$ cat src/grc_pkg.sv
// Shared types, constants and helper functions of the grid raycast column block.
`default_nettype none
package grc_pkg;

    // Sizes of the block
    localparam int MAP_CELLS  = 1024;
    localparam int MAX_RAYS   = 64;
    localparam int MAX_STEPS  = 8;
    localparam int CELL_SHIFT = 6;

    localparam int SHQ      = CELL_SHIFT + 8;
    localparam int ADDR_W   = $clog2(MAP_CELLS);
    localparam int STEP_W   = $clog2(MAX_STEPS + 1);

    // Field widths
    localparam int POS_IN_W = 19;
    localparam int ANG_W    = 13;
    localparam int TILE_W   = 8;
    localparam int CNT_W    = 7;
    localparam int CDATA_W  = 8;
    localparam int CIDX_W   = 2;

    // Internal widths
    localparam int POS_W    = 40;
    localparam int CELLC_W  = POS_W - 1 - SHQ;
    localparam int TRIG_W   = 18;
    localparam int CX_W     = 20;
    localparam int CZ_W     = 21;
    localparam int RATIO_W  = 35;
    localparam int DIVN_W   = 33;
    localparam int DIVD_W   = 17;
    localparam int DCNT_W   = $clog2(DIVN_W + 1);
    localparam int SQ_W     = 42;
    localparam int ROOT_W   = 21;
    localparam int MUL_A_W  = 22;
    localparam int MUL_B_W  = 35;
    localparam int PROD_W   = MUL_A_W + MUL_B_W;
    localparam int WHOLE_W  = ROOT_W - 8;

    // Angles and screen
    localparam int FULL_TURN    = 5760;
    localparam int QUARTER_TURN = 1440;
    localparam int DEG_UNITS    = 16;
    localparam int ONE_Q16      = 65536;
    localparam int SCREEN_H     = 320;
    localparam int SCREEN_MID   = 160;
    localparam int POS_MAX      = 524287;
    localparam int CELL_Q8      = 1 << SHQ;

    localparam int CORDIC_STEPS = 16;
    localparam int CORDIC_GAIN  = 39797;
    localparam logic [18:0] CORDIC_ATAN [CORDIC_STEPS] = '{
        19'd184320, 19'd108810, 19'd57492, 19'd29184, 19'd14649, 19'd7331,
        19'd3667, 19'd1833, 19'd917, 19'd458, 19'd229, 19'd115, 19'd57,
        19'd29, 19'd14, 19'd7
    };

    // Actions and register indexes
    localparam logic ACT_WRITE  = 1'b0;
    localparam logic ACT_RENDER = 1'b1;

    localparam logic [CIDX_W-1:0] CFG_MAP_WIDTH  = 2'd0;
    localparam logic [CIDX_W-1:0] CFG_MAP_HEIGHT = 2'd1;
    localparam logic [CIDX_W-1:0] CFG_CUBE_SIZE  = 2'd2;
    localparam logic [CIDX_W-1:0] CFG_RAY_COUNT  = 2'd3;

    typedef enum logic [4:0] {
        S_IDLE,
        S_ANGLE,
        S_TRIG_WAIT,
        S_PASS_SETUP,
        S_RATIO_WAIT,
        S_RATIO_MUL,
        S_START_POS,
        S_MARCH_ADDR,
        S_MARCH_CHECK,
        S_DIST_MX,
        S_DIST_MY,
        S_DIST_SUM,
        S_SQRT_WAIT,
        S_PASS_NEXT,
        S_SELECT,
        S_FISH_START,
        S_FISH_WAIT,
        S_LEN_MUL,
        S_LEN,
        S_HDIV_WAIT,
        S_EMIT
    } t_state;

    typedef struct packed {
        logic signed [TRIG_W-1:0] c;
        logic signed [TRIG_W-1:0] s;
    } t_trig;

endpackage
`default_nettype wire

$ cat src/grc_div.sv
// Restoring unsigned divider, one quotient bit per cycle.
`default_nettype none
module grc_div (
    input  wire logic                       i_clk,
    input  wire logic                       i_rst_n,
    input  wire logic                       i_start,
    input  wire logic [grc_pkg::DIVN_W-1:0] i_dividend,
    input  wire logic [grc_pkg::DIVD_W-1:0] i_divisor,
    output logic                            o_done,
    output logic      [grc_pkg::DIVN_W-1:0] o_quot
);
    import grc_pkg::*;

    logic [DIVD_W-1:0] r_rem, r_den, n_rem;
    logic [DIVN_W-1:0] r_quo;
    logic [DCNT_W-1:0] r_cnt;
    logic              r_busy, r_done;
    logic [DIVD_W:0]   rem_sh, diff;
    logic              ge;

    always_comb begin
        rem_sh = {r_rem, r_quo[DIVN_W-1]};
        diff   = rem_sh - {1'b0, r_den};
        ge     = rem_sh >= {1'b0, r_den};
        n_rem  = ge ? diff[DIVD_W-1:0] : rem_sh[DIVD_W-1:0];
    end

    always_ff @(posedge i_clk) begin
        if (!i_rst_n) begin
            r_busy <= 1'b0;
            r_done <= 1'b0;
        end else begin
            r_done <= 1'b0;
            if (i_start) begin
                r_rem  <= '0;
                r_quo  <= i_dividend;
                r_den  <= i_divisor;
                r_cnt  <= '0;
                r_busy <= 1'b1;
            end else if (r_busy) begin
                r_rem <= n_rem;
                r_quo <= {r_quo[DIVN_W-2:0], ge};
                r_cnt <= r_cnt + 1'b1;
                if (r_cnt == DCNT_W'(DIVN_W - 1)) begin
                    r_busy <= 1'b0;
                    r_done <= 1'b1;
                end
            end
        end
    end

    assign o_done = r_done;
    assign o_quot = r_quo;

endmodule
`default_nettype wire

$ cat config.mk
export PLATFORM = sky130hd
export DESIGN_NAME = grc_div
export DESIGN_NICKNAME = d
export VERILOG_FILES = /design/src/grc_pkg.sv /design/src/grc_div.sv
export SDC_FILE = /design/constraint.sdc
export NUM_CORES = 1
export LEC_CHECK = 0
export ABC_AREA = 1
export BUFFER_PORTS_ARGS = -buffer_cell sky130_fd_sc_hd__buf_2
export CAP_MARGIN = 20
export CORE_UTILIZATION = 56
export CTS_CLUSTER_DIAMETER = 100
export DETAILED_ROUTE_END_ITERATION = 16
export GPL_TIMING_DRIVEN = 0
export PLACE_DENSITY_LB_ADDON = 0.3
export SLEW_MARGIN = 20
export SYNTH_ARGS = -nofsm -noshare
export SYNTH_HDL_FRONTEND = slang
export SYNTH_SLANG_ARGS = --single-unit
$ cat constraint.sdc
create_clock -name i_clk -period 2.5 [get_ports i_clk]
set_input_delay 0.25 -clock i_clk [delete_from_list [all_inputs] [get_ports i_clk]]
set_output_delay 0.25 -clock i_clk [all_outputs]
set_load 0.02 [all_outputs]
==> results.py <==
metrics = {
    "critical_path": {
        "worstPathRequired_ns": 2.61,
        "critPathCaptureType": "flip-flop",
        "path_class": "flip-flop to flip-flop",
        "start_kind": "flip-flop",
        "worstPathMaxFanout": 4,
        "cp.arrival_ns": 2.37,
    },
    "layout": {
        "syn_to_final_growth_pct": 16.4,
        "nets": 699,
        "seqCellArea_mm2": 0.00223,
        "layout_common_cells": "220 x nand2_1, 88 x buf_2, 73 x edfxtp_1, 67 x inv_1, 43 x nor2_1",
        "multiInputGateArea_mm2": 0.00183,
        "num-fill-cells": 596,
        "drive_gt1_frac": 0.211,
        "mostFrequentLayoutCell": "nand2_1",
        "diodes": 0,
    },
    "floorplanning": {
        "dieHeight_um": 90.7,
        "dieArea_mm2": 0.00823,
        "io_pins": 87,
        "rows": 31,
        "core_area_mm2": 0.00741,
        "die_w_um": 90.7,
        "initial_core_util": 0.595,
    },
    "drt": {
        "vias_per_cell": 5.01,
        "drtIter0Drc": 167,
        "dr.pass1.iters": 5,
        "ant_nets": 0,
        "routed_wirelength_um": 9490,
        "drc": 0,
        "vias": 3654,
        "wl_per_cell_um": 13.0,
    },
    "pwr": {
        "p_int_mw": 2.29,
        "power_mw": 3.49,
        "sw_frac_of_total": 0.345,
        "p_switching_mw": 1.20,
        "power_frac_clock": 0.234,
        "p_comb_frac": 0.305,
        "seqPwrFrac": 0.461,
        "powerDensity_mw_per_mm2": 680,
        "vdd_ir_drop_max_mv": 0.459,
        "p_leak_nw": 2.62,
    },
    "global_route": {
        "grt_antenna_before_repair": 0,
        "grtUsageTotal": 0.249,
        "grt_pass1_wl_um": 16100,
        "grt_max_degree": 58,
        "grt_overflow": 0,
        "grt_pass1_vias": 3612,
    },
    "timing": {
        "holdWs_ns": 0.0677,
        "max_slew_margin": 0.493,
        "finalMaxSlewViolations": 0,
        "setup_viol": 0,
        "fmax_mhz": 443,
        "finalCriticalPeriod_ns": 2.26,
        "finalCritPeriodShare": 0.903,
        "tightest_slew_ns": 0.760,
        "fin_skew_ns": 0.0133,
        "hold_viol_final": 0,
        "rsz0062_at_grt": "no",
        "setup_tns_ns": 0,
    },
    "cts": {
        "clkLatencyLatePin_ns": 0.35,
        "root_buffer": "clkbuf_8",
        "cts_resized": 0,
        "cts_buffer_depth": 2,
        "cts_tree": "done",
        "cts.sinks": 75,
        "post_cts_buffers": 0,
        "cts_hold_buf": 0,
        "clk_pin_slew_worst_paths_ns": 0.09,
        "cts_inserted_buffers": 9,
        "htree_levels": 3,
    },
    "yosys": {
        "syn_area_mm2": 0.00441,
        "yosys_warnings": 0,
        "syn-num-nets": 602,
        "syn-instance-count": 529,
        "synth-seq-cells": 75,
        "yosysUniqueCellTypes": 31,
        "seq_area_frac_synth": 0.507,
        "avgSynthCellArea_um2": 8.33,
    },
    "run_status": {
        "outcome": "finished, final reports clean",
    },
    "min_path": {
        "hold_path_class": "input port to flip-flop",
    },
    "placed_design": {
        "port_buffers": 86,
        "dp.final_hpwl_um": 7100,
        "place.gp.congestion": 0.897,
    },
    "flow_run": {
        "cap_violations": 0,
    },
}
-- metrics by stage --
step / utilization / cells / setup slack [ns] / cell area, µm²
2_1_floorplan: - / 529 / 0.364 / 4410
3_3_place_gp: 0.669 / 714 / -0.119 / 4960
3_5_place_dp: 0.670 / 714 / 0.263 / 4970
4_1_cts: 0.692 / 730 / 0.245 / 5130
5_1_grt: 0.692 / 730 / 0.0592 / 5130
6_report: 0.692 / 730 / 0.242 / 5130
-- Yosys cell counts --
cell type  instances  area [µm²]
inv_1             67         251
nand3_1           21         105
clkinv_1           1        3.75
dfxtp_1            2        40.0
edfxtp_1          73        2190
nand4_1            2        12.5
nand2_2            5        31.3
nand2_4            3        33.8
buf_8              1        15.0
o21bai_4           1        18.8
inv_2              6        22.5
nor3_1             6        30.0
nor2_1            43         161
nand2_1          221         830
nor2_4             3        33.8
nor2_2             6        37.5
nand3_2            2        20.0
xnor2_1            1        8.76
fa_1               1        20.0
buf_6              2        22.5
a21oi_1           10        50.1
ha_1              19         238
clkbuf_1           6        22.5
nand3b_1          10        75.1
o21a_1             2        15.0
buf_1              2        7.51
buf_2              2        10.0
xor2_1             7        61.3
and2_1             1        6.26
nand3b_4           1        20.0
o21ai_0            2        10.0
-- final timing paths --
kind	start	endpoint	slack, ns	cells after the start
min reg2reg	o_quot[14]	o_quot[15]	0.53	2
min	i_divisor[10]	r_den[10]	0.07	1
max reg2reg	o_quot[32]	r_rem[16]	0.24	14
max	o_quot[32]	r_rem[16]	0.24	14
-- worst max-delay path, cell delays in order, from the launching register on --
cell      delay (ns)
edfxtp_1        0.39
inv_1           0.09
ha_1            0.15
inv_1           0.08
fa_1            0.46
nand3_1         0.12
nand3_1         0.15
nand2_1         0.10
nand2_1         0.09
nand2_1         0.10
nand2_1         0.06
nand2_1         0.07
nand3_2         0.07
nand2_1         0.06
inv_1           0.03
-- metal layers --
metal | global-route usage | wire (µm)
met4 | 0.122 | 299
met1 | 0.309 | 4180
met5 | 0 | 0
met3 | 0.0530 | 567
met2 | 0.411 | 4450
-- power groups by stage --
| stage | registers, mW | logic [mW] | clock network [mW] |
|---|---|---|---|
| 4_1_cts | 1.61 | 1.06 | 0.826 |
| 5_1_grt | 1.62 | 1.20 | 0.873 |
| 3_3_place_gp | 1.64 | 1.02 | 0 |
| 2_1_floorplan | 1.68 | 0.727 | 0 |
| 6_report | 1.61 | 1.06 | 0.815 |
| 3_5_place_dp | 1.63 | 1.05 | 0 |
-- kinds of logic after synthesis --
family	synth area share
buf+inv	0.0807
compound gates	0.0213
xor+xnor	0.0159
flops	0.507
fa+ha+maj	0.0585
simple gates	0.317
-- registers in the layout, summed over array words and instances, names as in the netlist --
| name | cells |
|---|---|
| r_busy | 1 |
| r_cnt | 6 |
| o_quot | 33 |
| o_done | 1 |
| r_den | 17 |
| r_rem | 17 |
-- cell type report --
cell class / count / share of cell area
Sequential cell: 75 / 0.435
Multi-Input combinational cell: 367 / 0.356
Timing Repair Buffer: 86 / 0.0839
Inverter: 74 / 0.0542
Clock buffer: 11 / 0.0256
Tap cell: 99 / 0.0242
Buffer: 13 / 0.0151
Clock inverter: 5 / 0.00586
No activity file was read; power rests on OpenSTA's default activity.
