`config.mk`:
```
export PLATFORM = sky130hd
export DESIGN_NAME = grc_sqrt
export DESIGN_NICKNAME = d
export VERILOG_FILES = /design/src/grc_pkg.sv /design/src/grc_sqrt.sv
export SDC_FILE = /design/constraint.sdc
export NUM_CORES = 1
export LEC_CHECK = 0
export BUFFER_PORTS_ARGS = -buffer_cell sky130_fd_sc_hd__buf_2
export CAP_MARGIN = 15
export CELL_PAD_IN_SITES_DETAIL_PLACEMENT = 1
export CELL_PAD_IN_SITES_GLOBAL_PLACEMENT = 1
export CORE_MARGIN = 1.5
export CORE_UTILIZATION = 52
export DETAILED_ROUTE_END_ITERATION = 7
export PLACE_DENSITY_LB_ADDON = 0.05
export SKIP_CTS_REPAIR_TIMING = 1
export SLEW_MARGIN = 20
export SYNTH_ARGS = -nofsm -noshare
export SYNTH_HDL_FRONTEND = slang
export SYNTH_SLANG_ARGS = --single-unit
```
`constraint.sdc`:
```
create_clock -name i_clk -period 8.45 [get_ports i_clk]
set_clock_uncertainty 0.1 [all_clocks]
set_input_delay 0.4225 -clock i_clk [delete_from_list [all_inputs] [get_ports i_clk]]
set_output_delay 0.4225 -clock i_clk [all_outputs]
set_load 0.005 [all_outputs]
```
`src/grc_pkg.sv`:
```
// Shared types, constants and helper functions of the grid raycast column block.
`default_nettype none
package grc_pkg;

    // Sizes of the block
    localparam int MAP_CELLS  = 1024;
    localparam int MAX_RAYS   = 64;
    localparam int MAX_STEPS  = 8;
    localparam int CELL_SHIFT = 6;

    localparam int SHQ      = CELL_SHIFT + 8;
    localparam int ADDR_W   = $clog2(MAP_CELLS);
    localparam int STEP_W   = $clog2(MAX_STEPS + 1);

    // Field widths
    localparam int POS_IN_W = 19;
    localparam int ANG_W    = 13;
    localparam int TILE_W   = 8;
    localparam int CNT_W    = 7;
    localparam int CDATA_W  = 8;
    localparam int CIDX_W   = 2;

    // Internal widths
    localparam int POS_W    = 40;
    localparam int CELLC_W  = POS_W - 1 - SHQ;
    localparam int TRIG_W   = 18;
    localparam int CX_W     = 20;
    localparam int CZ_W     = 21;
    localparam int RATIO_W  = 35;
    localparam int DIVN_W   = 33;
    localparam int DIVD_W   = 17;
    localparam int DCNT_W   = $clog2(DIVN_W + 1);
    localparam int SQ_W     = 42;
    localparam int ROOT_W   = 21;
    localparam int MUL_A_W  = 22;
    localparam int MUL_B_W  = 35;
    localparam int PROD_W   = MUL_A_W + MUL_B_W;
    localparam int WHOLE_W  = ROOT_W - 8;

    // Angles and screen
    localparam int FULL_TURN    = 5760;
    localparam int QUARTER_TURN = 1440;
    localparam int DEG_UNITS    = 16;
    localparam int ONE_Q16      = 65536;
    localparam int SCREEN_H     = 320;
    localparam int SCREEN_MID   = 160;
    localparam int POS_MAX      = 524287;
    localparam int CELL_Q8      = 1 << SHQ;

    localparam int CORDIC_STEPS = 16;
    localparam int CORDIC_GAIN  = 39797;
    localparam logic [18:0] CORDIC_ATAN [CORDIC_STEPS] = '{
        19'd184320, 19'd108810, 19'd57492, 19'd29184, 19'd14649, 19'd7331,
        19'd3667, 19'd1833, 19'd917, 19'd458, 19'd229, 19'd115, 19'd57,
        19'd29, 19'd14, 19'd7
    };

    // Actions and register indexes
    localparam logic ACT_WRITE  = 1'b0;
    localparam logic ACT_RENDER = 1'b1;

    localparam logic [CIDX_W-1:0] CFG_MAP_WIDTH  = 2'd0;
    localparam logic [CIDX_W-1:0] CFG_MAP_HEIGHT = 2'd1;
    localparam logic [CIDX_W-1:0] CFG_CUBE_SIZE  = 2'd2;
    localparam logic [CIDX_W-1:0] CFG_RAY_COUNT  = 2'd3;

    typedef enum logic [4:0] {
        S_IDLE,
        S_ANGLE,
        S_TRIG_WAIT,
        S_PASS_SETUP,
        S_RATIO_WAIT,
        S_RATIO_MUL,
        S_START_POS,
        S_MARCH_ADDR,
        S_MARCH_CHECK,
        S_DIST_MX,
        S_DIST_MY,
        S_DIST_SUM,
        S_SQRT_WAIT,
        S_PASS_NEXT,
        S_SELECT,
        S_FISH_START,
        S_FISH_WAIT,
        S_LEN_MUL,
        S_LEN,
        S_HDIV_WAIT,
        S_EMIT
    } t_state;

    typedef struct packed {
        logic signed [TRIG_W-1:0] c;
        logic signed [TRIG_W-1:0] s;
    } t_trig;

endpackage
`default_nettype wire

```
`src/grc_sqrt.sv`:
```
// Bitwise integer square root, one result bit per cycle.
`default_nettype none
module grc_sqrt (
    input  wire logic                       i_clk,
    input  wire logic                       i_rst_n,
    input  wire logic                       i_start,
    input  wire logic [grc_pkg::SQ_W-1:0]   i_value,
    output logic                            o_done,
    output logic      [grc_pkg::ROOT_W-1:0] o_root
);
    import grc_pkg::*;

    logic [SQ_W-1:0] r_v, r_res, r_bit, trial;
    logic            r_busy, r_done, ge;

    always_comb begin
        trial = r_res + r_bit;
        ge    = r_v >= trial;
    end

    always_ff @(posedge i_clk) begin
        if (!i_rst_n) begin
            r_busy <= 1'b0;
            r_done <= 1'b0;
        end else begin
            r_done <= 1'b0;
            if (i_start) begin
                r_v    <= i_value;
                r_res  <= '0;
                r_bit  <= SQ_W'(1) << (SQ_W - 2);
                r_busy <= 1'b1;
            end else if (r_busy) begin
                if (ge) begin
                    r_v   <= r_v - trial;
                    r_res <= (r_res >> 1) + r_bit;
                end else begin
                    r_res <= r_res >> 1;
                end
                r_bit <= r_bit >> 2;
                if (r_bit == SQ_W'(1)) begin
                    r_busy <= 1'b0;
                    r_done <= 1'b1;
                end
            end
        end
    end

    assign o_done = r_done;
    assign o_root = r_res[ROOT_W-1:0];

endmodule
`default_nettype wire

```
==> results.json <==
{
  "placed_cell_area_um2": 10400,
  "worst_pin_slew_ns": 0.9956,
  "cts_made_buffers": 9,
  "cellLeakagePower_nw": 4.174,
  "p_per_area_nw_per_um2": 216.4,
  "n_antenna_cell": 0,
  "drv_cap": 0,
  "areaGrowthSynthToFinish_pct": 6.351,
  "antenna_found_initial": 0,
  "worstPathRequired_ns": 8.48,
  "dp.final_hpwl_mm": 22.90,
  "path_clk_slew_ns": 0.08,
  "overflow": 0,
  "rr_endpoint": "r_res[7]$_SDFFCE_PP0P_",
  "r2r_setup_slack_ns": 1.87,
  "syn_inst": 1138,
  "num_vias": 8849,
  "worstPathCellList": "ha_1 -> nand4_1 -> nor4b_1 -> o31ai_1 -> a311oi_1 -> o2111ai_1 -> a21oi_1 -> nor2_1 -> xor2_1 -> ha_1 -> nand3_1 -> or3_4 -> nor2_1 -> a311oi_1 -> o211a_1 -> inv_1 -> o21a_1 -> buf_4 -> o21ai_0 -> mux2_2",
  "cp-start-kind": "flip-flop",
  "worstHoldEndpoint": "r_v[40]$_DFFE_PP_",
  "fmax_mhz": 151.9,
  "final_common_cell": "nand2_1",
  "yosysUniqueCellTypes": 72,
  "routed_via_density": 6.210,
  "critPathCaptureType": "flip-flop",
  "maxSlewViolCount": 0,
  "post-route-cell-area_um2": 10690,
  "drt-total-wl_mm": 30.25,
  "core_area_um2": 18830,
  "setup_violations": 0,
  "hold_viol_final": 0,
  "portBuffers": 66,
  "whs_path_depth": 3,
  "synth_nets": 1270,
  "crit_type": "flip-flop to flip-flop",
  "status": "complete, no violations",
  "synth_ff_type": "edfxtp_1",
  "die_y_um": 142,
  "grt_pass1_vias": 8895,
  "grt_pass1_wl_mm": 48.14,
  "clk_latency_ns": 0.37,
  "nets": 1292,
  "synth_edf_count": 105,
  "dr.pass1.iters": 5,
  "gp_congestion": 0.9358,
  "n_fill_cell": 2279,
  "max_stage_delay_ns": 0.77,
  "period_minus_slack_ns": 6.584,
  "cts.sinks": 107,
  "io_pins": 67,
  "first_iter_violations": 611,
  "netlist_area_um2": 10050,
  "final_util_pct": 56.74,
  "h-tree-depth": 3,
  "fin_cells": 1425,
  "peakVddDrop_mv": 0.1120,
  "fp-row-count": 50,
  "rsz0062_at_grt": "no",
  "synth_seq_cells": 107,
  "critPathArrivalTime_ns": 6.62,
  "ys_seq_area_share_pct": 31.78,
  "die_w_um": 142,
  "relSlewSlack_pct": 33.62,
  "crit_start": "r_res[8]$_SDFFCE_PP0P_",
  "tritoncts": "yes",
  "die_area_um2": 20160,
  "avgSynthCellArea_um2": 8.829,
  "worstReg2RegStart": "r_res[8]$_SDFFCE_PP0P_",
  "crit_fanout": 20,
  "final_cell_mix": "nand2_1 (127), edfxtp_1 (105), o21ai_0 (96)",
  "yosysWarnings": 0,
  "hold_path_class": "primary input to flip-flop",
  "power_w": 0.002312,
  "reg2reg_depth": 20,
  "initial_core_util_pct": 53.36,
  "wl_per_cell_um": 21.23,
  "layout-drive-gt1-share_pct": 12.27,
  "fin_crit_sh_pct": 77.91,
  "worstHoldStart": "i_value[40]",
  "gr-usage-all-layers_pct": 30.44,
  "async_flop_share_pct": 0,
  "drc": 0,
  "root_buffer": "clkbuf_16",
  "placed_cells": 1409,
  "cts_buffer_depth": 2,
  "crit_path_top_delay_cell": "o21a_1",
  "grt_max_degree": 78,
  "postRouteAntennaNets": 0,
  "timing.setup.tns_ns": 0
}
-- cells in the mapped netlist, drive strengths merged, types with 3 or more instances --
master	n	area, um^2
a211oi	19	152.6
a311oi	6	52.55
o21a	18	135.1
xor2	57	499.2
nand2b	12	75.07
o211ai	7	52.55
a211o	4	35.03
a2111oi	3	32.53
xnor2	38	332.8
nand2	128	488.0
a31oi	34	212.7
nor2b	47	294.0
clkbuf	29	120.1
nor4	7	43.79
or3	7	48.80
nand3	21	105.1
nor3	30	150.1
o21ai	102	521.8
a31o	6	52.55
a21oi	85	462.9
buf	33	252.7
inv	18	67.56
and2	6	37.54
and4	4	35.03
o211a	3	37.54
a21o	30	226.5
o31ai	8	60.06
mux2	21	274.0
nor3b	3	22.52
ha	86	1076
nand4	24	150.1
edfxtp	105	3153
o21bai	17	127.6
a21boi	3	22.52
and3	9	57.56
nor2	79	296.5
-- layer usage --
metal	wire [um]	track usage [%]	vias to the layer above
met4	391	6.023	0
met1	14480	43.74	4338
met2	13970	49.29	205
met3	1406	3.970	33
li1	-	-	4273
met5	0	0	-
-- sequential cells by signal (all words and copies together) (netlist names) --
register	flops
r_res	42
o_done	1
r_busy	1
r_v	42
r_bit	21
-- stage by stage --
step / hold WS (ns) / setup slack [ns]
after floorplan: 0.3541 / 2.663
after global placement: 0.3624 / 1.886
after detailed placement: 0.4048 / 1.748
after CTS: 0.2206 / 1.696
after global routing: 0.2363 / 1.356
final: 0.2272 / 1.866
-- cell type report --
type	instances	area, um^2	share of cell area [%]
multi-input cells	951	6436	60.23
flip-flops and latches	107	3193	29.88
repair buffers	73	385.4	3.607
well taps	260	325.3	3.045
clock buffers	9	225.2	2.108
inverters	18	67.56	0.6323
clock inverters	7	52.55	0.4918
-- power breakdown --
part / switching [W] / total (W) / internal, W
clock: 0.000219 / 0.000421 / 0.000202
sequential: 0.0000717 / 0.000751 / 0.000679
combinational: 0.000694 / 0.00114 / 0.000446
-- worst max-delay path by stage --
| stage | endpoint | slack [ns] | depth (start not counted) |
|---|---|---|---|
| 2_1_floorplan | r_v[0]$_DFFE_PP_ | 2.66 | 21 |
| 3_3_place_gp | r_v[35]$_DFFE_PP_ | 1.89 | 20 |
| 3_5_place_dp | r_v[33]$_DFFE_PP_ | 1.75 | 20 |
| 4_1_cts | r_v[31]$_DFFE_PP_ | 1.70 | 20 |
| 5_1_grt | r_res[7]$_SDFFCE_PP0P_ | 1.36 | 20 |
| 6_report | r_res[7]$_SDFFCE_PP0P_ | 1.87 | 20 |
-- critical path: cells and delay by family, from the launching register on --
| family | cells | cell delay (ns) |
|---|---|---|
| buffers and inverters | 2 | 0.41 |
| adders and majority gates | 2 | 0.93 |
| AOI/OAI and AO/OA | 8 | 2.46 |
| muxes | 1 | 0.31 |
| and+or+nand+nor | 6 | 1.46 |
| DFF | 1 | 0.53 |
| xor gates and xnor gates | 1 | 0.14 |
-- cells by family (layout without fill, tap and decap cells) --
logic type	count (synthesis)	count (layout)	share of synthesized area, %
buffers and inverters	80	107	4.383
AND/OR/NAND/NOR	387	387	18.75
XOR/XNOR	95	95	8.281
adder cells (fa/ha/maj)	87	87	10.91
AO/OA/AOI/OAI	360	360	23.06
flip-flops	107	107	31.78
multiplexers	22	22	2.827
(Power assumes the default switching activity.)
